===== config.mk =====
export PLATFORM = sky130hd
export DESIGN_NAME = swm_cell
export DESIGN_NICKNAME = d
export VERILOG_FILES = /design/src/hdl/swm_pkg.sv /design/src/hdl/swm_cell.sv
export SDC_FILE = /design/constraint.sdc
export NUM_CORES = 1
export LEC_CHECK = 0
export ABC_CLOCK_PERIOD_IN_PS = 9000
export BUFFER_PORTS_ARGS = -buffer_cell sky130_fd_sc_hd__clkbuf_2
export CAP_MARGIN = 0
export CORE_MARGIN = 2
export CORE_UTILIZATION = 58
export DETAILED_ROUTE_END_ITERATION = 10
export PLACE_DENSITY_LB_ADDON = 0.05
export SYNTH_ARGS = -nofsm -noshare
export SYNTH_HDL_FRONTEND = slang
export SYNTH_SLANG_ARGS = --single-unit

===== constraint.sdc =====
create_clock -name clk -period 9 [get_ports clk]
set_clock_uncertainty 0.1 [all_clocks]
set_input_delay 1.35 -clock clk [delete_from_list [all_inputs] [get_ports clk]]
set_output_delay 1.35 -clock clk [all_outputs]
set_load 0.01 [all_outputs]

===== src/hdl/swm_pkg.sv =====
// Shared types and constants for the sliding window maximum filter.
`timescale 1ns / 1ps

package swm_pkg;

    localparam int SAMPLE_W = 32;
    localparam int WS_W     = 7;

    localparam logic [WS_W-1:0]            WS_RESET   = 7'd3;
    localparam logic signed [SAMPLE_W-1:0] SAMPLE_MIN = 32'sh8000_0000;

    typedef enum logic [1:0] {
        ST_IDLE,
        ST_SCAN,
        ST_DRAIN
    } swm_state_t;

    typedef struct packed {
        logic load;
        logic start;
    } swm_cmd_t;

endpackage


===== src/hdl/swm_cell.sv =====
// One cell of the window store: holds a sample, its arrival position, and a valid bit.
`timescale 1ns / 1ps

module swm_cell
    import swm_pkg::*;
#(
    parameter int IDX = 0,
    parameter int N   = 64,
    parameter int PW  = 7
)
(
    input  logic                       clk,
    input  logic                       rst_n,
    input  swm_cmd_t                   cmd,
    input  logic signed [SAMPLE_W-1:0] sample,
    input  logic [PW-1:0]              pos_cur,
    input  logic [PW-1:0]              win,
    input  logic signed [SAMPLE_W-1:0] run_in,
    output logic signed [SAMPLE_W-1:0] run_out
);

    logic                       valid_reg;
    logic                       valid_next;
    logic signed [SAMPLE_W-1:0] value_reg;
    logic [PW-1:0]              position_reg;
    logic signed [SAMPLE_W-1:0] run_reg;
    logic signed [SAMPLE_W-1:0] run_next;
    logic                       hit;
    logic [PW:0]                age_wide;
    logic [PW-1:0]              age;
    logic                       expire;

    assign hit = (pos_cur == PW'(IDX)) || (pos_cur == PW'(IDX + N));

    // Age modulo 2N between this item's position and the stored one.
    always_comb
    begin
        if (pos_cur >= position_reg)
        begin
            age_wide = {1'b0, pos_cur} - {1'b0, position_reg};
        end
        else
        begin
            age_wide = {1'b0, pos_cur} + (PW+1)'(2 * N) - {1'b0, position_reg};
        end
        age    = age_wide[PW-1:0];
        expire = (age >= win) || (value_reg < sample);
    end

    always_comb
    begin
        valid_next = valid_reg;
        if (cmd.load)
        begin
            if (hit)
            begin
                valid_next = 1'b1;
            end
            else if (cmd.start || expire)
            begin
                valid_next = 1'b0;
            end
        end
    end

    always_ff @(posedge clk or negedge rst_n)
    begin
        if (!rst_n)
        begin
            valid_reg <= 1'b0;
        end
        else
        begin
            valid_reg <= valid_next;
        end
    end

    always_ff @(posedge clk)
    begin
        if (cmd.load && hit)
        begin
            value_reg    <= sample;
            position_reg <= pos_cur;
        end
    end

    // Pass the running maximum on to the next cell.
    assign run_next = (valid_reg && (value_reg > run_in)) ? value_reg : run_in;

    always_ff @(posedge clk)
    begin
        run_reg <= run_next;
    end

    assign run_out = run_reg;

    a_hit_written: assert property (@(posedge clk) disable iff (!rst_n)
        cmd.load && hit |=> valid_reg && (value_reg == $past(sample)))
        else $error("cell not written on its slot");

    a_start_clears: assert property (@(posedge clk) disable iff (!rst_n)
        cmd.load && cmd.start && !hit |=> !valid_reg)
        else $error("cell survived a sequence start");

endmodule


== Word level (Yosys, flattened, before mapping) ==
Index checks and enable logic that the tools add are counted.

* Word-level logic and storage cells: 24
* Register bits: 72
* Output and inout port bits: 32
* Bits of input ports: 82

* Magnitude comparators: 4
* Reduce and logical (&&, ||, !) cells: 8
* Eq/ne operators: 1
* Add/sub/neg operators: 3
* Mux-type cells: 4

{| class="wikitable"
|+ Operators by type and width
! operator !! count
|-
| $gt A32 B32 Y1 || 1
|-
| $lt A32 B32 Y1 || 1
|-
| $mux W32 || 1
|-
| $ge A7 B7 Y1 || 2
|-
| $sub A7 B7 Y7 || 2
|-
| $add A7 B1 Y7 const B || 1
|-
| $eq A7 B7 Y1 const B || 1
|-
| $logic_not A7 Y1 || 1
|-
| $mux W7 || 1
|-
| $logic_or A1 B1 Y1 || 3
|-
| $logic_and A1 B1 Y1 || 2
|-
| $mux W1 || 2
|-
| $reduce_and A2 Y1 || 1
|-
| $reduce_bool A2 Y1 || 1
|}

== Depth between registers and ports, before layout ==
Gate-level depths: netlist (run 1).

* Depth in word-level cells: 8
* Mapped depth: 15
* Depth with buffers taken out: 15

== Worst setup path after synthesis (run 1) ==
No wires, ideal clock.

* Kind: input to register
* Start point: in pos_cur[2]
* End point: reg position_reg[0], enable pin
* Data required time: 8.360 ns
* Stages on the path: 2
* Library setup time: 0.540 ns
* Arrival time: 5.662 ns
* Buffers on the path: 0
* Path slack: 2.698 ns
* Cell sequence: or4_1 nor4_1

* Longest elaborated chain between the ends: 3
* Elaborated cells on any way between the ends: 4
* Those cells by class: 1 x eq/ne; 3 x reduce/logical

{| class="wikitable"
|+ Ends and longest elaborated chain
! element !! RTL line !! text
|-
| start: declaration || swm_cell.sv:16 || <nowiki>input logic [PW-1:0] pos_cur,</nowiki>
|-
| $eq A7 B7 Y1 or $logic_not A7 Y1 (tied branches) || swm_cell.sv:33 || <nowiki>assign hit = (pos_cur == PW'(IDX)) || (pos_cur == PW'(IDX + N));</nowiki>
|-
| $logic_or A1 B1 Y1 (*) || swm_cell.sv:33 ||
|-
| $logic_and A1 B1 Y1 (*) || swm_cell.sv:80 || <nowiki>if (cmd.load && hit)</nowiki>
|-
| end signal: assignment || swm_cell.sv:83 || <nowiki>position_reg <= pos_cur;</nowiki>
|-
| end: declaration || swm_cell.sv:25 || <nowiki>logic [PW-1:0] position_reg;</nowiki>
|}

Mark *: on every way between the ends. The rest lies on a longest branch, timed or not.
A chain may end at the register's enable or synchronous reset.

== Worst setup path after layout (run 1) ==
* Start point: in pos_cur[4]
* End point: reg valid_reg

* Longest elaborated chain between the ends: 8
* Elaborated cells on any way between the ends: 14
* Those cells by class: 3 x add/sub; 2 x order compare; 1 x eq/ne; 2 x mux; 6 x reduce/logical

{| class="wikitable"
|+ Ends and longest elaborated chain
! element !! RTL line !! text
|-
| $add A7 B1 Y7 || swm_cell.sv:44 || <nowiki>age_wide = {1'b0, pos_cur} + (PW+1)'(2 * N) - {1'b0, position_reg};</nowiki>
|-
| $sub A7 B7 Y7 || swm_cell.sv:44 ||
|-
| $mux W7 || swm_cell.sv:38 || <nowiki>if (pos_cur >= position_reg)</nowiki>
|-
| $ge A7 B7 Y1 || swm_cell.sv:47 || <nowiki>expire = (age >= win) || (value_reg < sample);</nowiki>
|-
| $logic_or A1 B1 Y1 || swm_cell.sv:47 ||
|-
| $logic_or A1 B1 Y1 || swm_cell.sv:59 || <nowiki>else if (cmd.start || expire)</nowiki>
|-
| $reduce_bool A2 Y1 (no line) || - ||
|-
| $reduce_and A2 Y1 (no line) || - ||
|-
| end signal: assignment || swm_cell.sv:74 || <nowiki>valid_reg <= valid_next;</nowiki>
|-
| end: declaration || swm_cell.sv:22 || <nowiki>logic valid_reg;</nowiki>
|}

Several ways; a longest one is shown, not always the timed one.

==> metrics, run 1 <==
status finished, final reports clean; dominant synthesized flop cell edfxtp_1; clk sinks between 70 and 80; Hold/Removal Path Class reg -> reg; largest cells by area after synthesis edfxtp_1 (26%), ha_1 (22%), dfxtp_1 (14%), mux2_4 (10%), inv_1 (6.6%); area share of fa/ha/maj cells after synthesis 0.222; hpwl dp 7.06 mm; Compound-Gate Fraction of Synth Area 0.102; reg2reg path depth 14; clock-pin slew on the worst setup and hold paths 80 ps; dpl ws ~4700 ps; vias in the first global route 3278; total power per unit cell area between 100 and 150 mW/mm²; Post-Synth XOR/XNOR Area 0.0117; unrepaired setup endpoints after global routing false; Max-slew headroom 0.530; met3 GRT Util 0.0698; worst hold slack roughly 420 ps; CTS H-Tree Depth 3; Port Buffers 113; clk_lat worst skew 350 ps; global route hottest layer met2; Layout area overhead 19.0%; Fin. Hold Viols 0; Die Y ~90 µm; Synth top area share 0.261; vias 3243; placed cell area a little over 0.005 mm²; crit path DAT 4190 ps; worst setup margin 4990 ps; hold buffers post-CTS 0; routed len/inst 14.0 µm; asr flop ratio synth 0.0139; Syn Nets roughly 570; worst-margin pin slew between 600 and 700 ps; first-pass GRT wire length about 14 mm; Seq/Total Area, Yosys 0.409; num ports ~110; Placed Instances between 600 and 700; Die X 92.0 µm; Pint around 540 µW; CTS tree done; f_max 0.249 GHz; largest family of logic cells by synthesized area adder cells; first drt pass iteration count 4; CP endpoint kind register; initial core utilization 0.591; share of layout cells above drive strength 1 0.316; met1 Use GR 0.258; total gr overflow 0; Leak roughly 2.8 nW; max-slew violation count 0; drc violations 0; Clk network pwr share 0.353; routed wire length slightly below 9 mm; Synth area leader edfxtp_1; final instance count without filler cells about 630; Gate Count Post-Synth around 400; setup_tns 0 ps; Cells on Worst Hold Path 1; diode count 0; CP Class in -> reg; Synth Area per Inst around 11 µm²; post-synthesis cell type count between 40 and 50; Peak VDD IR roughly 0.10 mV; Root Buffer clkbuf_8; die area around 0.0085 mm²; Seq cells post-synth a little over 70; GR Util met2 0.382; post-route ant nets 0; num rows 32; sequential power share 0.496; Total Nets Final 688; Yosys warnings 0; Psw between 150 and 200 µW; fin area 0.00535 mm²; Post-CTS Resized 0; WP data required 9180 ps; total track usage 0.219; TritonCTS Buffers 9; Final Util 0.703; part of the power in combinational logic 0.151; Tmin final roughly 4000 ps; number of synthesized flops with an enable pin 39; Longest Clk Path Bufs 2; Routability Congestion about 0.84; final setup violation count 0; largest net degree at the start of global routing 33; post-CTS setup buffers 0; max_cap viols 0; Post-Synth Simple-Gate Area 0.0679; Vias per Instance between 5 and 6; post-synthesis mux area share 0.109; Netlist Area Pre-Place roughly 0.0045 mm²; period utilization 0.445; element type at the critical path start input port; switch share 0.250; DRT iter0 DRCs 57; initial antenna violation count 0; core area ~0.0076 mm²; worst-path fanout max 5; Final Power a little over 700 µW
worst max-delay path, stage by stage:
cell	delay, ps
clkbuf_2	100
ha_1	360
a2111oi_0	680
o311ai_1	230
o211a_1	170
o221ai_1	220
nand2b_1	100
xor2_1	150
ha_1	280
o2111ai_1	100
a21boi_1	90
o21ai_0	140
nand3_1	90
o21ai_1	130
layout make-up:
type	instances	area, µm²
Sequential cell	72	1840
Fill cell	582	2260
Multi-Input combinational cell	250	2310
Tap cell	102	128
Inverter	79	297
Clock buffer	12	176
Timing Repair Buffer	115	581
Clock inverter	4	25.0
cells in the mapped netlist (2+ instances only):
library cell and number:
o21bai_1 2, o21ai_0 12, o211ai_1 2, nand2_1 20
o21ai_1 3, nand2b_1 4, mux2_4 31, xor2_1 3
o2111ai_1 2, nor2b_1 2, nand4_1 8, nor3_1 2
mux2_1 2, xnor2_1 3, dfxtp_1 32, inv_1 79
and4_1 2, a21oi_1 31, nand3_1 5, a211oi_1 3
a21o_1 4, nor2_1 8, edfxtp_1 39, ha_1 78
a221oi_1 2, buf_12 3
worst paths after layout:
path	slack, ps	from	to
hold reg to reg	420	value_reg[0]	run_out[0]
min in group asynchronous	660	rst_n	valid_reg
max in group asynchronous	8050	rst_n	valid_reg
setup reg to reg	5760	position_reg[4]	valid_reg
setup / recovery	4990	pos_cur[4]	valid_reg
hold / removal	420	value_reg[0]	run_out[0]
power groups by stage:
| stage | logic, mW | clock network, mW | registers, mW |
|---|---|---|---|
| 5_1_grt | 0.125 | 0.273 | 0.360 |
| 2_1_floorplan | 0.0614 | 0 | 0.371 |
| 6_report | 0.109 | 0.255 | 0.359 |
| 3_3_place_gp | 0.106 | 0 | 0.366 |
| 3_5_place_dp | 0.109 | 0 | 0.366 |
| 4_1_cts | 0.110 | 0.261 | 0.359 |
routing by layer:
metal	share of wire	vias up	wire, µm
li1	-	1687	-
met4	0.017	0	154
met1	0.44	1455	3880
met5	0	-	0
met3	0.063	15	555
met2	0.48	86	4260
cells by family (layout without fill, tap and decap cells):
kind of cell / count (synthesis) / after routing
buffers and inverters: 82 / 210
adders and majority gates: 79 / 79
AOI/OAI and AO/OA: 74 / 74
DFF: 72 / 72
and+or+nand+nor: 58 / 58
muxes: 33 / 33
xor gates and xnor gates: 6 / 6
placed cells by master, fill, tap and decap left out, drive strengths merged, types with 4 or more instances in the layout:
cell type / instances
nand2: 20
o21ai: 15
a21oi: 32
clkbuf: 125
inv: 79
dfxtp: 32
nand4: 8
nand3: 5
nand2b: 4
a21o: 4
edfxtp: 39
mux2: 33
nor2: 8
ha: 78
(Power assumes the default switching activity.)
==> inputs of run 2 (changes only) <==
ABC_CLOCK_PERIOD_IN_PS = 4100   (was 9000)
CORE_UTILIZATION = 54   (was 58)
clock period = 4.1 ns   (was 9 ns; I/O delays follow)
==> run 2 against run 1 <==
Die area is 7.1% higher. Power is 130% higher. Non-clock buffer count stayed put.
==> metrics, run 2 (synthesis results as in run 1) <==
clk sinks 72 (unchanged); total gr overflow 0 (unchanged); Die X 95.2 µm (+3.5%); element type at the critical path start input port; period utilization 0.767; CP endpoint kind register; met1 Use GR 0.256 (-0.00219); Final Util 0.663 (-0.0408); global route hottest layer met2; Fin. Hold Viols 0 (unchanged); hpwl dp 6.80 mm (-3.6%); Vias per Instance 5.08 (-0.59%); core area 0.00813 mm² (+6.9%); Port Buffers 113 (unchanged); routed wire length 8.67 mm (-2.0%); initial core utilization 0.553 (-0.0383); TritonCTS Buffers 9 (unchanged); CTS H-Tree Depth 3 (unchanged); Peak VDD IR 0.170 mV (+64%); crit path DAT 3320 ps (-870 ps); first-pass GRT wire length 13.9 mm (-3.9%); share of layout cells above drive strength 1 0.312 (-0.00376); hold buffers post-CTS 1 (+1); DRT iter0 DRCs 56 (-1.8%); placed cell area 0.00515 mm² (about the same); largest net degree at the start of global routing 41 (+24%); drc violations 0 (unchanged); WP data required 4280 ps (-4900 ps); Total Nets Final 688 (unchanged); initial antenna violation count 0 (unchanged); final setup violation count 0 (unchanged); CP Class in -> reg; worst-path fanout max 5 (unchanged); num ports 114 (unchanged); dpl ws 599 ps (-4080 ps); Hold/Removal Path Class in -> reg; final instance count without filler cells 637 (+0.47%); total power per unit cell area 307 mW/mm² (+130%); CTS tree done; diode count 0 (unchanged); Post-CTS Resized 0 (unchanged); most common cell after layout, fill and taps aside clkbuf_2; Layout area overhead 19.9%; post-route ant nets 0 (unchanged); clk_lat worst skew 350 ps (about the same); worst-margin pin slew 630 ps (-56.9 ps); unrepaired setup endpoints after global routing false; GR Util met2 0.336 (-0.0455); setup_tns 0 ps (unchanged); routed len/inst 13.6 µm (-2.4%); met3 GRT Util 0.0419 (-0.0279); Placed Instances 620 (+0.32%); vias 3239 (-0.12%); Tmin final about 3100 ps; Longest Clk Path Bufs 2 (unchanged); Leak 2.82 nW (+0.59%); num rows 33 (+3.1%); Routability Congestion 0.771 (-7.8%); f_max 0.318 GHz; clock-pin slew on the worst setup and hold paths 80 ps (about the same); die area 0.00907 mm² (+7.1%); Root Buffer clkbuf_8; vias in the first global route 3094 (-5.6%); post-CTS setup buffers 0 (unchanged); first drt pass iteration count 4 (unchanged); fin area 0.00539 mm² (+0.72%); total track usage 0.201 (-0.0180); commonest non-fill, non-tap cells in the layout clkbuf_2 (113), inv_1 (79), ha_1 (78); Die Y 95.2 µm (+3.5%); Max-slew headroom 0.580 (+0.0498); max_cap viols 0 (unchanged); worst setup margin 954 ps (-4040 ps); max-slew violation count 0 (unchanged); status finished, final reports clean
## run 2: metrics by stage
step | power [mW] | hold WS (ps)
finish | 1.66 | 351
global route | 1.73 | 336
CTS | 1.68 | 337
detailed placement | 1.04 | 295
global placement | 1.04 | 297
floorplan | 0.948 | 219
## run 2: worst max-delay path: stages
cell and delay, ps:
clkbuf_2 100, ha_1 360, a2111oi_0 550, o311ai_1 190
o211a_1 160, o221ai_1 210, nand2b_1 100, xor2_1 150
ha_1 270, o2111ai_1 110, a21boi_1 90, o21ai_0 190
nand3_1 100, o21ai_1 130
## run 2: layout make-up
class / instances / area [µm²]
inverter: 79 / 297
sequential: 72 / 1840
multi-input combinational: 250 / 2320
timing repair buffer: 115 / 583
tap: 105 / 131
clock buffer: 13 / 180
fill: 647 / 2740
clock inverter: 3 / 45.0
## run 2: path summary, 6_finish.rpt
path / start / endpoint / slack (ps) / cells past startpoint
min in group asynchronous: rst_n / valid_reg / 490 / 2
worst min register to register: value_reg[0] / run_out[0] / 420 / 1
worst max-delay path: pos_cur[4] / valid_reg / 950 / 14
worst max register to register: position_reg[4] / valid_reg / 1000 / 14
max in group asynchronous: rst_n / valid_reg / 3320 / 2
worst min-delay path: sample[23] / value_reg[23] / 350 / 1
## run 2: where the power goes
part | total, mW | leakage, nW | switching [mW] | internal, mW
clock | 0.629 | 0.115 | 0.276 | 0.353
sequential | 0.787 | 0.635 | 0.00669 | 0.780
combinational | 0.239 | 2.07 | 0.116 | 0.123
## run 2: metal layers
layer	wire [µm]	vias up
li1	-	1679
met4	127	0
met1	3960	1468
met2	4070	81
met5	0	-
met3	516	11
==> inputs of run 3 (changes only) <==
ABC_CLOCK_PERIOD_IN_PS = 2950   (was 4100)
clock period = 2.95 ns   (was 4.1 ns; I/O delays follow)
==> run 3 against run 2 <==
Non-clock buffer count increased by 17. Combinational power rose by 52%. Wire length up 5.7%. Die area unchanged. Count of clock-buffer cells in the layout rose by 1. Core utilization is 2.5 points higher. First-iteration DRC count rose by 39%. Sequential power up 39%. Largest cell class unchanged.
==> metrics, run 3 (synthesis results as in run 1) <==
commonest non-fill, non-tap cells in the layout clkbuf_2 (113), inv_1 (78), ha_1 (76); num rows 33 (unchanged); Layout area overhead 24.5%; period utilization 0.954; total gr overflow 0 (unchanged); worst-path fanout max 2 (-3); worst-margin pin slew 423 ps (-207 ps); Tmin final approximately 2800 ps; clk_lat worst skew 350 ps (about the same); crit path DAT 2940 ps (-380 ps); initial antenna violation count 0 (unchanged); Longest Clk Path Bufs 2 (unchanged); WP data required 3080 ps (-1200 ps); fillcell total 662 (+2.3%); DRT iter0 DRCs 78 (+39%); CP endpoint kind register; hpwl dp 7.32 mm (+7.6%); CTS tree done; Hold/Removal Path Class in -> reg; share of layout cells above drive strength 1 0.348 (+0.0359); core area 0.00813 mm² (unchanged); Fin. Hold Viols 0 (unchanged); Peak VDD IR 0.293 mV (+72%); final setup violation count 0 (unchanged); most common cell after layout, fill and taps aside clkbuf_2; Final Power 2.23 mW (+35%); CP Class reg -> reg; drc violations 0 (unchanged); unrepaired setup endpoints after global routing true; element type at the critical path start register; first drt pass iteration count 4 (unchanged); Final Util 0.688 (+0.0254); Total Nets Final 705 (+2.5%); routed len/inst 14.0 µm (+3.0%); diode count 0 (unchanged); CP max stage delay 400 ps (-150 ps); register area 0.00184 mm² (unchanged); max_cap viols 0 (unchanged); vias 3364 (+3.9%); setup_tns 0 ps (unchanged); Die Y 95.2 µm (unchanged); total track usage 0.209 (+0.00772); max-slew violation count 0 (unchanged); Vias per Instance 5.14 (+1.2%); slowest cell on the critical path edfxtp_1; clock-pin slew on the worst setup and hold paths 80 ps (about the same); worst hold slack 182 ps (-169 ps); multi-input logic area 0.00239 mm² (+3.1%); post-route ant nets 0 (unchanged); f_max 0.355 GHz; Port Buffers 113 (unchanged); Die X 95.2 µm (unchanged); initial core utilization 0.553 (unchanged); largest net degree at the start of global routing 39 (-4.9%); first-pass GRT wire length 14.5 mm (+4.1%); total power per unit cell area 398 mW/mm² (+30%); worst setup margin 136 ps (-818 ps); clk sinks 72 (unchanged); most frequent CP cell o21ai_1; TritonCTS Buffers 9 (unchanged); dpl ws -261 ps (-860 ps); num ports 114 (unchanged); CP cell instances inv_2, ha_4, a2111oi_4, buf_4, o311ai_2, o211a_1, o221ai_2, nand2b_1, xor2_1, ha_1, o2111ai_2, a21boi_1, o21ai_1, nand3_1, o21ai_1; Routability Congestion 0.777 (+0.70%); Max-slew headroom 0.714 (+0.134); die area 0.00907 mm² (unchanged); routed wire length 9.17 mm (+5.7%); vias in the first global route 3246 (+4.9%); CTS H-Tree Depth 3 (unchanged); Root Buffer clkbuf_8; status finished, final reports clean; Leak 2.91 nW (+3.1%)
run 3: final cells by class:
type / instances / share of cell area
Clock buffer: 14 / 0.0329
Multi-Input combinational cell: 250 / 0.427
Timing Repair Buffer: 132 / 0.134
Sequential cell: 72 / 0.328
Clock inverter: 2 / 0.00179
Tap cell: 105 / 0.0235
Inverter: 79 / 0.0530
run 3: per-layer routing:
layer,GRT usage,part of all wire
met5,0,0
met4,0.0556,0.0094
met3,0.0656,0.066
met2,0.366,0.50
met1,0.248,0.43
run 3: through the flow:
stage / cells / instance area (µm²)
3_5_place_dp: 635 / 5310
2_1_floorplan: 404 / 4510
4_1_cts: 652 / 5520
6_report: 654 / 5600
5_1_grt: 654 / 5600
3_3_place_gp: 635 / 5310
run 3: critical path: cells and delay by family (launching register included):
| family | cells | cell delay (ps) |
|---|---|---|
| DFF | 1 | 400 |
| adders and majority gates | 2 | 490 |
| AOI/OAI and AO/OA | 8 | 1110 |
| xor gates and xnor gates | 1 | 150 |
| and+or+nand+nor | 2 | 180 |
| buffers and inverters | 2 | 250 |
run 3: what timing repair did:
action                                  in CTS  in global routing
setup buffers                                0                  2
hold buffers                                 1                  0
hold endpoints to repair                     1                  0
endpoints found under the setup margin       1                  1
gates resized for setup                      3                  9
pin swaps                                    0                  6
run 3: power breakdown:
| group | switching [mW] | internal [mW] | leakage, nW |
|---|---|---|---|
| Combinational | 0.174 | 0.190 | 2.17 |
| Sequential | 0.00955 | 1.08 | 0.635 |
| Clock | 0.368 | 0.401 | 0.102 |
run 3: final timing paths:
kind	endpoint	slack, ps	cells after the start	start
worst max-delay path	valid_reg	140	15	position_reg[4]
worst min-delay path	value_reg[23]	180	1	sample[23]
worst max register to register	valid_reg	140	15	position_reg[4]
worst min register to register	run_out[0]	430	1	value_reg[0]
max in group asynchronous	valid_reg	2350	2	rst_n
min in group asynchronous	valid_reg	300	2	rst_n
