<file path="src/hdl/swm_pkg.sv">
// Shared types and constants for the sliding window maximum filter.
`timescale 1ns / 1ps

package swm_pkg;

    localparam int SAMPLE_W = 32;
    localparam int WS_W     = 7;

    localparam logic [WS_W-1:0]            WS_RESET   = 7'd3;
    localparam logic signed [SAMPLE_W-1:0] SAMPLE_MIN = 32'sh8000_0000;

    typedef enum logic [1:0] {
        ST_IDLE,
        ST_SCAN,
        ST_DRAIN
    } swm_state_t;

    typedef struct packed {
        logic load;
        logic start;
    } swm_cmd_t;

endpackage

</file>
<file path="src/hdl/swm_ctrl.sv">
// Sequencer: sample position, window fill flag, scan counter and result release.
`timescale 1ns / 1ps

module swm_ctrl
    import swm_pkg::*;
#(
    parameter int N  = 64,
    parameter int PW = 7
)
(
    input  logic            clk,
    input  logic            rst_n,
    input  logic            in_valid,
    input  logic            start_req,
    input  logic [WS_W-1:0] window_size,
    input  logic            out_free,
    output logic            in_ready,
    output swm_cmd_t        cmd,
    output logic [PW-1:0]   pos_cur,
    output logic [PW-1:0]   win,
    output logic            out_load
);

    localparam int CW = (N > 1) ? $clog2(N) : 1;

    swm_state_t     state_reg;
    swm_state_t     state_next;
    logic [CW-1:0]  cnt_reg;
    logic [CW-1:0]  cnt_next;
    logic [PW-1:0]  pos_reg;
    logic [PW-1:0]  pos_next;
    logic           filled_reg;
    logic           filled_next;
    logic [PW:0]    pos_inc;

    // Effective window: zero reads as one, saturate at the store depth.
    always_comb
    begin
        if (window_size == '0)
        begin
            win = PW'(1);
        end
        else if (32'(window_size) > 32'(N))
        begin
            win = PW'(N);
        end
        else
        begin
            win = PW'(window_size);
        end
    end

    assign pos_cur = start_req ? '0 : pos_reg;
    assign pos_inc = {1'b0, pos_cur} + (PW+1)'(1);

    always_comb
    begin
        state_next  = state_reg;
        cnt_next    = cnt_reg;
        pos_next    = pos_reg;
        filled_next = filled_reg;
        in_ready    = 1'b0;
        out_load    = 1'b0;
        cmd.load    = 1'b0;
        cmd.start   = start_req;

        case (state_reg)
            ST_IDLE:
            begin
                in_ready = 1'b1;
                if (in_valid)
                begin
                    cmd.load    = 1'b1;
                    cnt_next    = CW'(N - 1);
                    state_next  = ST_SCAN;
                    filled_next = (filled_reg && !start_req) || (pos_inc >= {1'b0, win});
                    pos_next    = (pos_inc == (PW+1)'(2 * N)) ? '0 : pos_inc[PW-1:0];
                end
            end
            ST_SCAN:
            begin
                // Wait for the running maximum to reach the tail of the chain.
                if (cnt_reg == '0)
                begin
                    state_next = ST_DRAIN;
                end
                else
                begin
                    cnt_next = cnt_reg - CW'(1);
                end
            end
            ST_DRAIN:
            begin
                if (!filled_reg)
                begin
                    state_next = ST_IDLE;
                end
                else if (out_free)
                begin
                    out_load   = 1'b1;
                    state_next = ST_IDLE;
                end
            end
            default:
            begin
                state_next = ST_IDLE;
            end
        endcase
    end

    always_ff @(posedge clk or negedge rst_n)
    begin
        if (!rst_n)
        begin
            state_reg  <= ST_IDLE;
            cnt_reg    <= '0;
            pos_reg    <= '0;
            filled_reg <= 1'b0;
        end
        else
        begin
            state_reg  <= state_next;
            cnt_reg    <= cnt_next;
            pos_reg    <= pos_next;
            filled_reg <= filled_next;
        end
    end

    a_accept_scans: assert property (@(posedge clk) disable iff (!rst_n)
        cmd.load |=> state_reg == ST_SCAN)
        else $error("accepted item did not start a scan");

    a_scan_ends: assert property (@(posedge clk) disable iff (!rst_n)
        state_reg == ST_SCAN && cnt_reg == '0 |=> state_reg == ST_DRAIN)
        else $error("scan did not end after the chain length");

    a_load_filled: assert property (@(posedge clk) disable iff (!rst_n)
        out_load |-> filled_reg && state_reg == ST_DRAIN && out_free)
        else $error("result released before the window filled");

    a_pos_range: assert property (@(posedge clk) disable iff (!rst_n)
        32'(pos_reg) < 32'(2 * N))
        else $error("sample position out of range");

endmodule

</file>
<file path="config.mk">
export PLATFORM = sky130hd
export DESIGN_NAME = swm_ctrl
export DESIGN_NICKNAME = d
export VERILOG_FILES = /design/src/hdl/swm_pkg.sv /design/src/hdl/swm_ctrl.sv
export SDC_FILE = /design/constraint.sdc
export NUM_CORES = 1
export LEC_CHECK = 0
export ABC_AREA = 1
export BUFFER_PORTS_ARGS = -buffer_cell sky130_fd_sc_hd__buf_2
export CAP_MARGIN = 10
export CORE_ASPECT_RATIO = 0.75
export CORE_MARGIN = 3
export CORE_UTILIZATION = 50
export DETAILED_ROUTE_END_ITERATION = 10
export PLACE_DENSITY = 0.81
export SLEW_MARGIN = 15
export SYNTH_ARGS = -nofsm -noshare
export SYNTH_HDL_FRONTEND = slang
export SYNTH_SLANG_ARGS = --single-unit
</file>
<file path="constraint.sdc">
create_clock -name clk -period 2.45 [get_ports clk]
set_input_delay 0.735 -clock clk [delete_from_list [all_inputs] [get_ports clk]]
set_output_delay 0.735 -clock clk [all_outputs]
set_load 0.02 [all_outputs]
</file>
* Word level (Yosys, flattened, before mapping)
Cells that the tools add are included.
** Word-level totals
- Register bits after elaboration :: 16
** Operators by class
- Reduce and logical (&&, ||, !) cells :: 10
- Equal/unequal tests :: 7
- Add/subtract/negate cells :: 2
- Mux-type cells :: 18
- Magnitude comparators :: 2
** Operators by type and width (count)
- 7-bit 2-to-1 mux :: 4
- 6-bit 2-to-1 mux :: 2
- 6-bit one-hot mux with 2 select lines :: 1
- 7-bit by 1-bit adder with 8-bit output (second input constant) :: 1
- 8-bit == test (second input constant) :: 1
- 8-bit by 7-bit >= comparator with 1-bit output :: 1
- 2-bit 2-to-1 mux :: 4
- 7-bit greater-than comparator (second input constant) :: 1
- 7-bit zero test :: 1
- 6-bit zero test :: 1
- 1-bit 2-to-1 mux :: 6
- 2-bit inequality test (second input constant) :: 3
- 2-bit one-hot mux with 3 select lines :: 1
- 3-bit AND reduction :: 2
- 6-bit by 1-bit subtractor with 6-bit output (second input constant) :: 1
- 3-bit inequality test (second input constant) :: 1
- 2-bit by 1-bit == test with 1-bit output (second input constant) :: 1
- 2-bit == test (second input constant) :: 1
- 2-bit zero test :: 1
- 2-bit AND reduction :: 1
- 2-bit nonzero test :: 1
- 1-bit logical AND :: 1
- 1-bit zero test :: 1
- 1-bit logical OR :: 1

* Depth between registers and ports, before layout
Gate-level depths: netlist (run 1).
- Word-level depth :: 5
- Depth in mapped cells :: 15

* Least setup slack after synthesis (run 1)
OpenSTA, ideal clock, no wires.
- Path type :: in2reg
- Start :: input start_req
- End :: register filled_reg
- Library setup time :: 0.121 ns
- Stages on the path :: 13
- Setup slack :: -0.198 ns
- Data arrival time :: 2.527 ns
- Required time :: 2.329 ns
- Cells stage by stage :: nor2_1 -> ha_1 -> nand3_4 -> nor2_1 -> nand2_1 -> and2_1 -> ha_1 -> a21oi_1 -> nand2_1 -> inv_1 -> nand3_1 -> nand2_1 -> nand2_1
** On the way
- Word-level cells in the longest chain between the ends :: 4
** Ends and longest elaborated chain
- start, declared :: line swm_ctrl.sv:14 : input logic start_req,
- 7-bit 2-to-1 mux :: line swm_ctrl.sv:53 : assign pos_cur = start_req ? '0 : pos_reg;
- 7-bit by 1-bit adder with 8-bit output :: line swm_ctrl.sv:54 : assign pos_inc = {1'b0, pos_cur} + (PW+1)'(1);
- 8-bit by 7-bit >= comparator with 1-bit output :: line swm_ctrl.sv:76 : filled_next = (filled_reg && !start_req) || (pos_inc >= {1'b0, win});
- 1-bit logical OR * :: line swm_ctrl.sv:76
- end signal, assigned :: line swm_ctrl.sv:125 : filled_reg <= filled_next;
- end, declared :: line swm_ctrl.sv:32 : logic filled_reg;
Mark *: on every way between the ends. The rest lies on a longest branch, timed or not.
A chain may end at the register's enable or synchronous reset.

* Worst setup path in the final report (run 1)
- Start :: input window_size[4]
- End :: output win[0]
** On the way
- Word-level cells in the longest chain between the ends :: 3
** Ends and longest elaborated chain
- start, declared :: line swm_ctrl.sv:15 : input logic [WS_W-1:0] window_size,
- 7-bit greater-than comparator :: line swm_ctrl.sv:43 : else if (32'(window_size) > 32'(N))
- 7-bit 2-to-1 mux :: line swm_ctrl.sv:43
- 7-bit 2-to-1 mux * :: line swm_ctrl.sv:39 : if (window_size == '0)
- end, declared :: line swm_ctrl.sv:20 : output logic [PW-1:0] win,
Marked as above.

==> run summary, run 1 <==
Outcome = complete, no violations
Post-Syn Area = 1301 µm²
Layout Skew = 3.338 ps
Port Buffers = 29
Count of cell types in the netlist = 33
Count leader, synth = nand2_1
Clk buf depth = 2
Syn Nets = 190
Floorplan Core Area = 2384 µm²
CP cell instances = buf_2 > nor2_1 > nand4_1 > o21ai_0 > buf_2
Top cells by area, synth = dfrtp_1, nand2_1, ha_1, inv_1, nor2_1
Ports = 30
Number of flops mapped to enable cells by yosys = 0
Number of synthesis warnings = 0
Clk_lat worst skew = 290 ps
Syn Area/Cell = 7.746 µm²
Max stage delay on crit path = 300 ps
Detailed Route Iter0 Violations = 68
CTS tree = built
Clock slew at reported path FFs = 90 ps
H-tree level count = 1
Pwr/cell area = 794.2 nW/µm²
Antenna violations before repair = 0
Placed cell area = 1521 µm²
Max frequency = 429.3 MHz
Share of cells above drive strength 1 = 31.37%
Vias in the first global route = 1109
Vias = 1204
Avg WL per Cell = 12.64 µm
RSZ-0062 raised after global routing = false
CP most frequent cell = buf_2
Area Growth Syn to Fin = 19.90%
Setup WS post-layout = 120.7 ps
Period minus WS final = 2329 ps
Final ANT Viol Nets = 0
Critical path type = in -> out
Via density = 5.059
VDD IR max = 0.3601 mV
Worst Path Max Fanout = 2
Design area = 1560 µm²
Slowest cell on crit path = o21ai_0
#FFs+latches synth = 16
Slew headroom = 76.04%
Largest net degree at the start of global routing = 17
Slew Limit Fails = 0
Chip width = 64.91 µm
Clock Sinks = 16
Post-Synthesis Cells = 168
Grt total ovfl = 0
CP required = 1710 ps
CTS buffer count = 3
Global Route Usage Sum = 20.41%
Hold WC Path Type = in -> async
Detailed Route WL = 3008 µm
Post-DP HPWL = 2602 µm
Setup violators final = 0
CP Data Arrival Time = 1590 ps
Share of Yosys cell area claimed by the top area cell type = 30.77%
Worst slack at placement = -166.5 ps
Post-CTS Setup Inserts = 0
Initial Utilization = 54.59%
Tightest Pin Transition = 359.4 ps
Sequential area share after synthesis = 30.77%
First-pass GRT wire length = 5085 µm
Root buf cell = clkbuf_4
Synth area leader = dfrtp_1
Final hold viol count = 0
Max reg flops = 7
Leak pwr = 0.9203 nW
Fin crit share = 95.07%
Max-cap check violation count = 0
Die Ht = 50.18 µm
Die area = 3257 µm²
Most common flop cell mapped by yosys = dfrtp_1
Final net count = 227
Row Count = 15
DRC viols = 0
RePlAce Congestion = 0.9703
Number of diodes = 0
CP Launch Type = input port
1st-pass router iterations = 4
Ys async rst share = 100.0%
Crit path capture type = output pin
Synth cell count leaders = nand2_1, inv_1, nor2_1
-- power breakdown --
group | internal [mW] | leakage [nW] | switching (mW) | total (mW)
Sequential | 0.350 | 0.193 | 0.0847 | 0.435
Clock | 0.0906 | 0.0210 | 0.0838 | 0.174
Combinational | 0.224 | 0.706 | 0.406 | 0.630
-- layout by cell type, fill, tap and decap left out --
cell type | Yosys | layout
a21o_1 | 1 | 1
a21oi_1 | 6 | 6
a21oi_2 | 1 | 1
a31oi_1 | 1 | 1
and2_1 | 1 | 1
buf_2 | 0 | 29
buf_4 | 1 | 6
clkbuf_4 | 0 | 3
clkbuf_8 | 0 | 1
dfrtp_1 | 16 | 16
ha_1 | 10 | 9
ha_2 | 0 | 1
inv_1 | 28 | 28
inv_2 | 2 | 2
inv_4 | 2 | 2
nand2_1 | 36 | 36
nand2_2 | 5 | 5
nand2_4 | 2 | 2
nand2_8 | 2 | 2
nand3_1 | 4 | 4
nand3_2 | 1 | 1
nand3_4 | 1 | 1
nand3b_4 | 1 | 1
nand4_1 | 5 | 5
nor2_1 | 17 | 15
nor2_2 | 0 | 1
nor2_4 | 2 | 3
nor2_8 | 1 | 1
nor3_1 | 1 | 1
o211ai_1 | 1 | 1
o21ai_0 | 5 | 5
o21ai_1 | 7 | 7
o22ai_1 | 1 | 1
or2_0 | 1 | 1
xor2_1 | 2 | 2
xor2_2 | 2 | 2
-- metal layers --
layer	vias up	track usage, %	part of all wire, %
li1	604	-	-
met1	558	28.65	46
met2	37	32.09	47
met3	5	4.698	6.5
met4	0	4.561	0.90
met5	-	0	0
-- cell type report --
type,count,area [µm²]
well taps,34,42.54
fillers,223,823.3
clock buffers,4,36.28
flip-flops and latches,16,400.4
repair buffers,35,190.2
inverters,32,125.1
multi-input cells,117,765.7
-- timing repair --
action | 4_1_cts | 5_1_grt
gates resized for setup | 0 | 1
hold buffers | 0 | 0
setup endpoints to repair | 0 | 1
-- path summary, 6_finish.rpt --
check / from / end / slack (ps) / cells past startpoint
setup reg to reg: pos_reg[1] / filled_reg / 280 / 14
hold / removal: rst_n / pos_reg[2] / 340 / 1
hold reg to reg: cnt_reg[0] / cnt_reg[0] / 500 / 1
min in group clk: cnt_reg[0] / cnt_reg[0] / 500 / 1
setup / recovery: window_size[4] / win[0] / 120 / 5
max in group asynchronous: rst_n / cnt_reg[5] / 1850 / 1
-- kinds of logic (layout without fill, tap and decap cells) --
logic type	after synthesis	in the layout	synth area share, %
DFF	16	16	30.77
buffers and inverters	35	71	11.35
xor gates and xnor gates	4	4	3.846
and+or+nand+nor	80	80	34.71
adders and majority gates	10	10	9.615
AOI/OAI and AO/OA	23	23	9.712
-- metrics by stage --
stage	hold WS (ps)	power [mW]	TNS (ps)	instances	util [%]
floorplan	439.4	0.8997	0	168	-
CTS	343.6	1.248	0	238	65.35
detailed placement	493.9	1.070	-166.5	234	63.83
global route	360.4	1.341	0	238	65.46
global placement	489.0	1.038	-22.22	234	63.83
finish	339.6	1.239	0	238	65.46
-- critical path: cells and delay by family --
family	cells	cell delay [ps]
buffers and inverters	2	330
AND/OR/NAND/NOR	2	220
AO/OA/AOI/OAI	1	300
No activity file was read; power rests on OpenSTA's default activity.
==> inputs of run 2 (changes only) <==
--- a/config.mk
+++ b/config.mk
@@ -9,11 +9,11 @@
 export BUFFER_PORTS_ARGS = -buffer_cell sky130_fd_sc_hd__buf_2
 export CAP_MARGIN = 10
 export CORE_ASPECT_RATIO = 0.75
-export CORE_MARGIN = 3
-export CORE_UTILIZATION = 50
+export CORE_MARGIN = 1.5
+export CORE_UTILIZATION = 45
 export DETAILED_ROUTE_END_ITERATION = 10
-export PLACE_DENSITY = 0.81
-export SLEW_MARGIN = 15
+export PLACE_DENSITY = 0.75
+export SLEW_MARGIN = 30
 export SYNTH_ARGS = -nofsm -noshare
 export SYNTH_HDL_FRONTEND = slang
 export SYNTH_SLANG_ARGS = --single-unit
==> run 2 against run 1 <==
  * First-iteration DRC count down 51%
  * Count of clock-buffer cells in the layout unchanged
  * Flip-flop and latch count unchanged
  * Maximum frequency rose by 0.87%
==> run summary, run 2 (synthesis results as in run 1) <==
Root buf cell = clkbuf_8 (was clkbuf_4)
Avg WL per Cell = 12.34 µm (was 12.64 µm)
Max-cap check violation count = 0 (unchanged)
Share of cells above drive strength 1 = 31.22% (was 31.37%)
CP Launch Type = input port (unchanged)
Critical path type = in -> reg (was in -> out)
Outcome = complete, no violations (unchanged)
Max frequency = 433.0 MHz (was 429.3 MHz)
Leak pwr = 0.9360 nW (was 0.9203 nW)
Power Total = 1.311 mW (was 1.239 mW)
Port Buffers = 29 (unchanged)
Hold_buf cts = 0 (unchanged)
RSZ-0062 raised after global routing = false (unchanged)
Placed insts = 237 (was 234)
Most common cell after layout, fill and taps aside = nand2_1 (unchanged)
Multi-input logic area = 763.2 µm² (was 765.7 µm²)
Final hold viol count = 0 (unchanged)
Design area = 1587 µm² (was 1560 µm²)
Number of diodes = 0 (unchanged)
Max reg flops = 7 (unchanged)
Die area = 3227 µm² (was 3257 µm²)
H-tree level count = 1 (unchanged)
Pwr/cell area = 826.0 nW/µm² (was 794.2 nW/µm²)
1st-pass router iterations = 4 (unchanged)
Fin cells = 241 (was 238)
Chip width = 65.10 µm (was 64.91 µm)
First-pass GRT wire length = 5168 µm (was 5085 µm)
Clk buf depth = 2 (unchanged)
Clock Sinks = 16 (unchanged)
Die Ht = 49.57 µm (was 50.18 µm)
Period minus WS final = 2309 ps (was 2329 ps)
CTS buffer count = 3 (unchanged)
Slew Limit Fails = 0 (unchanged)
Global Route Usage Sum = 21.12% (was 20.41%)
DRC viols = 0 (unchanged)
Flop-to-flop setup slack = 290 ps (was 280 ps)
Vias in the first global route = 1122 (was 1109)
Final net count = 228 (was 227)
Tightest Pin Transition = 359.0 ps (was 359.4 ps)
RePlAce Congestion = 0.9024 (was 0.9703)
Post-CTS Setup Inserts = 0 (unchanged)
Clock slew at reported path FFs = 70 ps (was 90 ps)
Fill count = 249 (was 223)
Via density = 4.896 (was 5.059)
Grt total ovfl = 0 (unchanged)
Antenna violations before repair = 0 (unchanged)
Vias = 1180 (was 1204)
Post-cts gate resize count = 0 (unchanged)
CP Data Arrival Time = 2460 ps (was 1590 ps)
Most frequent cells in the layout = nand2_1, buf_2, inv_1 (unchanged)
Slew headroom = 76.07% (was 76.04%)
Layout Skew = 8.394 ps (was 3.338 ps)
Crit path capture type = flip-flop (was output pin)
Post-DP HPWL = 2525 µm (was 2602 µm)
Placed cell area = 1531 µm² (was 1521 µm²)
Row Count = 16 (was 15)
Largest net degree at the start of global routing = 17 (unchanged)
CP required = 2600 ps (was 1710 ps)
Hold WC Path Type = in -> async (unchanged)
Reg area = 400.4 µm² (unchanged)
Detailed Route Iter0 Violations = 33 (was 68)
Worst Path Max Fanout = 5 (was 2)
Clk_lat worst skew = 260 ps (was 290 ps)
Setup violators final = 0 (unchanged)
Fin util = 59.14% (was 65.46%)
Final ANT Viol Nets = 0 (unchanged)
VDD IR max = 0.3613 mV (was 0.3601 mV)
Fin crit share = 94.26% (was 95.07%)
Initial Utilization = 48.51% (was 54.59%)
CTS tree = built (unchanged)
Floorplan Core Area = 2683 µm² (was 2384 µm²)
Area Growth Syn to Fin = 21.92% (was 19.90%)
Ports = 30 (unchanged)
Detailed Route WL = 2973 µm (was 3008 µm)
[run 2: cell types whose count changed in the layout (fill, tap and decap cells not counted)]
cell      delta
ha_1         +1
buf_4        +1
clkbuf_4     -3
ha_2         -1
clkbuf_8     +3
[run 2: layout make-up]
| type | instances | share of cell area [%] |
|---|---|---|
| multi-input cells | 117 | 48.11 |
| flip-flops and latches | 16 | 25.24 |
| repair buffers | 36 | 12.46 |
| inverters | 32 | 7.886 |
| clock buffers | 4 | 3.470 |
| well taps | 36 | 2.839 |
[run 2: metal layers]
| metal | wire length [µm] | global-route usage, % | up-vias | part of all wire [%] |
|---|---|---|---|---|
| li1 | - | - | 603 | - |
| met1 | 1489 | 31.03 | 540 | 50 |
| met2 | 1273 | 31.79 | 32 | 43 |
| met3 | 172 | 3.653 | 5 | 5.8 |
| met4 | 37 | 6.250 | 0 | 1.2 |
| met5 | 0 | 0 | - | 0 |
[run 2: final timing paths]
| path | start | end | cells past startpoint |
|---|---|---|---|
| setup / recovery | start_req | filled_reg | 14 |
| hold / removal | rst_n | cnt_reg[5] | 1 |
| setup reg to reg | pos_reg[0] | filled_reg | 14 |
| hold reg to reg | cnt_reg[0] | cnt_reg[0] | 1 |
| max in group asynchronous | rst_n | cnt_reg[4] | 1 |
| min in group clk | cnt_reg[0] | cnt_reg[0] | 1 |
[run 2: per-stage QoR]
step | hold slack [ps] | setup TNS [ps] | worst slack (ps)
after floorplan | 439.4 | 0 | 3.347
after global placement | 489.5 | -10.40 | -10.40
after detailed placement | 501.0 | -93.02 | -93.02
after CTS | 388.0 | 0 | 168.8
after global routing | 413.6 | 0 | 8.943
final | 378.4 | 0 | 140.7
[run 2: power by group]
part	total (mW)	switching (mW)	leakage, nW	internal [mW]
clock network	0.237	0.0942	0.0288	0.143
registers	0.438	0.0870	0.193	0.351
logic	0.635	0.413	0.714	0.222
total	1.31	0.594	0.936	0.716
[run 2: critical path, cell delays in order]
cell     delay [ps]
buf_2           150
nor2_2          150
ha_1            240
nand3_4         110
nor2_1          120
nand2_1          70
and2_1          150
ha_1            290
a21oi_1         150
nand2_1          60
inv_1            50
nand3_1          70
nand2_1          70
nand2_1          50
==> inputs of run 3 (changes only) <==
==> constraint.sdc (replaced) <==
create_clock -name clk -period 2.2 [get_ports clk]
set_input_delay 0.66 -clock clk [delete_from_list [all_inputs] [get_ports clk]]
set_output_delay 0.66 -clock clk [all_outputs]
set_load 0.02 [all_outputs]
==> run 3 against run 2 <==
  * Flip-flop and latch count unchanged
  * First-iteration DRC count is 12% higher
  * Clock power is 8.4% higher
  * Power rose by 11%
  * Setup slack got worse by 48 ps
  * Combinational power grew 11%
  * Via count is 0.42% lower
  * Count of clock-buffer cells in the layout is the same
  * Routed wire length decreased by 5.9%
  * Die area unchanged
  * Global-route usage is 1.7 points lower
  * Critical path type unchanged
  * Largest power group unchanged
  * Highest routed layer unchanged
==> run summary, run 3 (synthesis results as in run 1) <==
Via density = 4.816 (was 4.896)
Slew headroom = 76.77% (was 76.07%)
Detailed Route Iter0 Violations = 37 (was 33)
Period minus WS final = 2107 ps
Max frequency = 474.6 MHz
Share of cells above drive strength 1 = 34.13% (was 31.22%)
CP cell instances = buf_4 > nor2_4 > ha_4 > nand3_4 > nor2_2 > nand2_1 > and2_1 > ha_4 > a21oi_2 > nand2_1 > inv_1 > nand3_1 > nand2_1 > nand2_1 (was buf_2 > nor2_2 > ha_1 > nand3_4 > nor2_1 > nand2_1 > and2_1 > ha_1 > a21oi_1 > nand2_1 > inv_1 > nand3_1 > nand2_1 > nand2_1)
CTS buffer count = 3 (unchanged)
Post-cts gate resize count = 0 (unchanged)
Chip width = 65.10 µm (unchanged)
Avg WL per Cell = 11.46 µm (was 12.34 µm)
Vias in the first global route = 1100 (was 1122)
Final net count = 231 (was 228)
Floorplan Core Area = 2683 µm² (unchanged)
Die Ht = 49.57 µm (unchanged)
Post-CTS Setup Inserts = 0 (unchanged)
Max stage delay on crit path = 250 ps (was 290 ps)
Reg-to-reg startpoint = pos_reg[1] (was pos_reg[0])
Max-cap check violation count = 0 (unchanged)
RePlAce Congestion = 0.8972 (was 0.9024)
Max reg flops = 7 (unchanged)
Critical path type = in -> reg (unchanged)
H-tree level count = 1 (unchanged)
Crit path capture type = flip-flop (unchanged)
Port Buffers = 29 (unchanged)
Leak pwr = 0.9502 nW (was 0.9360 nW)
Tightest Pin Transition = 348.4 ps (was 359.0 ps)
Clock Sinks = 16 (unchanged)
Worst Setup SP = start_req (unchanged)
CP Launch Type = input port (unchanged)
CP required = 2340 ps (was 2600 ps)
Clk buf depth = 2 (unchanged)
Most common cell after layout, fill and taps aside = nand2_1 (unchanged)
Power Total = 1.451 mW (was 1.311 mW)
Outcome = complete, no violations (unchanged)
Setup violators final = 0 (unchanged)
Global Route Usage Sum = 19.44% (was 21.12%)
Hold_buf cts = 0 (unchanged)
Ports = 30 (unchanged)
Row Count = 16 (unchanged)
Grt total ovfl = 0 (unchanged)
DRC viols = 0 (unchanged)
Design area = 1650 µm² (was 1587 µm²)
1st-pass router iterations = 4 (unchanged)
Flop-to-flop setup slack = 170 ps (was 290 ps)
Crit Reg-Reg Endpoint = filled_reg (unchanged)
Slew Limit Fails = 0 (unchanged)
Fill count = 247 (was 249)
Layout Skew = 2.684 ps (was 8.394 ps)
CTS tree = built (unchanged)
Post-DP HPWL = 2345 µm (was 2525 µm)
Slowest cell on crit path = ha_4 (was ha_1)
Worst Path Max Fanout = 5 (unchanged)
Clk_lat worst skew = 250 ps (was 260 ps)
Die area = 3227 µm² (unchanged)
Fin crit share = 95.78%
Pwr/cell area = 879.0 nW/µm² (was 826.0 nW/µm²)
Vias = 1175 (was 1180)
Hold WC Path Type = in -> async (unchanged)
Most frequent cells in the layout = nand2_1, inv_1, buf_2 (was nand2_1, buf_2, inv_1)
VDD IR max = 0.3908 mV (was 0.3613 mV)
Final hold viol count = 0 (unchanged)
CP most frequent cell = nand2_1 (unchanged)
Area Growth Syn to Fin = 26.83% (was 21.92%)
Final ANT Viol Nets = 0 (unchanged)
Crit path capture = filled_reg (unchanged)
CP Data Arrival Time = 2240 ps (was 2460 ps)
First-pass GRT wire length = 4850 µm (was 5168 µm)
Largest net degree at the start of global routing = 17 (unchanged)
Initial Utilization = 48.51% (unchanged)
Number of diodes = 0 (unchanged)
Fin util = 61.52% (was 59.14%)
R2r worst-path depth = 14 (unchanged)
Clock slew at reported path FFs = 60 ps (was 70 ps)
Detailed Route WL = 2797 µm (was 2973 µm)
Placed cell area = 1572 µm² (was 1531 µm²)
Antenna violations before repair = 0 (unchanged)
Root buf cell = clkbuf_8 (unchanged)
[run 3: cell count changes in the layout (fill, tap and decap cells not counted), sizes merged]
| cell | delta |
|---|---|
| buf | +3 |
[run 3: power by group]
| part | total, mW | internal [mW] | switching [mW] |
|---|---|---|---|
| clock | 0.257 | 0.159 | 0.0984 |
| sequential | 0.491 | 0.391 | 0.100 |
| combinational | 0.702 | 0.254 | 0.448 |
[run 3: layout make-up]
cell class                      count  area, µm²  area share, %
Tap cell                           36      45.04          2.729
Timing Repair Buffer               39      222.7          13.50
Sequential cell                    16      400.4          24.26
Inverter                           32      127.6          7.733
Multi-Input combinational cell    117      799.5          48.45
Clock buffer                        4      55.05          3.336
[run 3: worst min-delay path by stage]
| stage | startpoint | end | slack, ps |
|---|---|---|---|
| 6_report | rst_n | cnt_reg[5] | 310 |
| 5_1_grt | rst_n | pos_reg[3] | 340 |
| 4_1_cts | rst_n | cnt_reg[5] | 320 |
| 3_5_place_dp | cnt_reg[3] | cnt_reg[3] | 500 |
| 3_3_place_gp | cnt_reg[3] | cnt_reg[3] | 490 |
| 2_1_floorplan | rst_n | cnt_reg[0] | 360 |
[run 3: metal layers]
layer,vias to the layer above,global-route usage (%),wire length (µm)
met1,543,28.34,1461
met4,0,4.167,11
met5,-,0,0
li1,605,-,-
met2,25,29.90,1207
met3,2,4.110,117
[run 3: stage by stage]
stage	worst slack (ps)	instances	TNS [ps]	hold WS [ps]
final	92.76	244	0	306.3
after global routing	-14.39	244	-14.39	336.9
after CTS	15.00	244	0	319.9
after detailed placement	-245.5	240	-245.5	498.8
after global placement	-151.0	240	-151.0	492.0
after floorplan	3.288	168	0	364.4
[run 3: worst max-delay path: cells and delay by family]
kind	cells	cell delay, ps
AOI/OAI and AO/OA	1	120
and+or+nand+nor	9	840
adders and majority gates	2	410
buffers and inverters	2	200
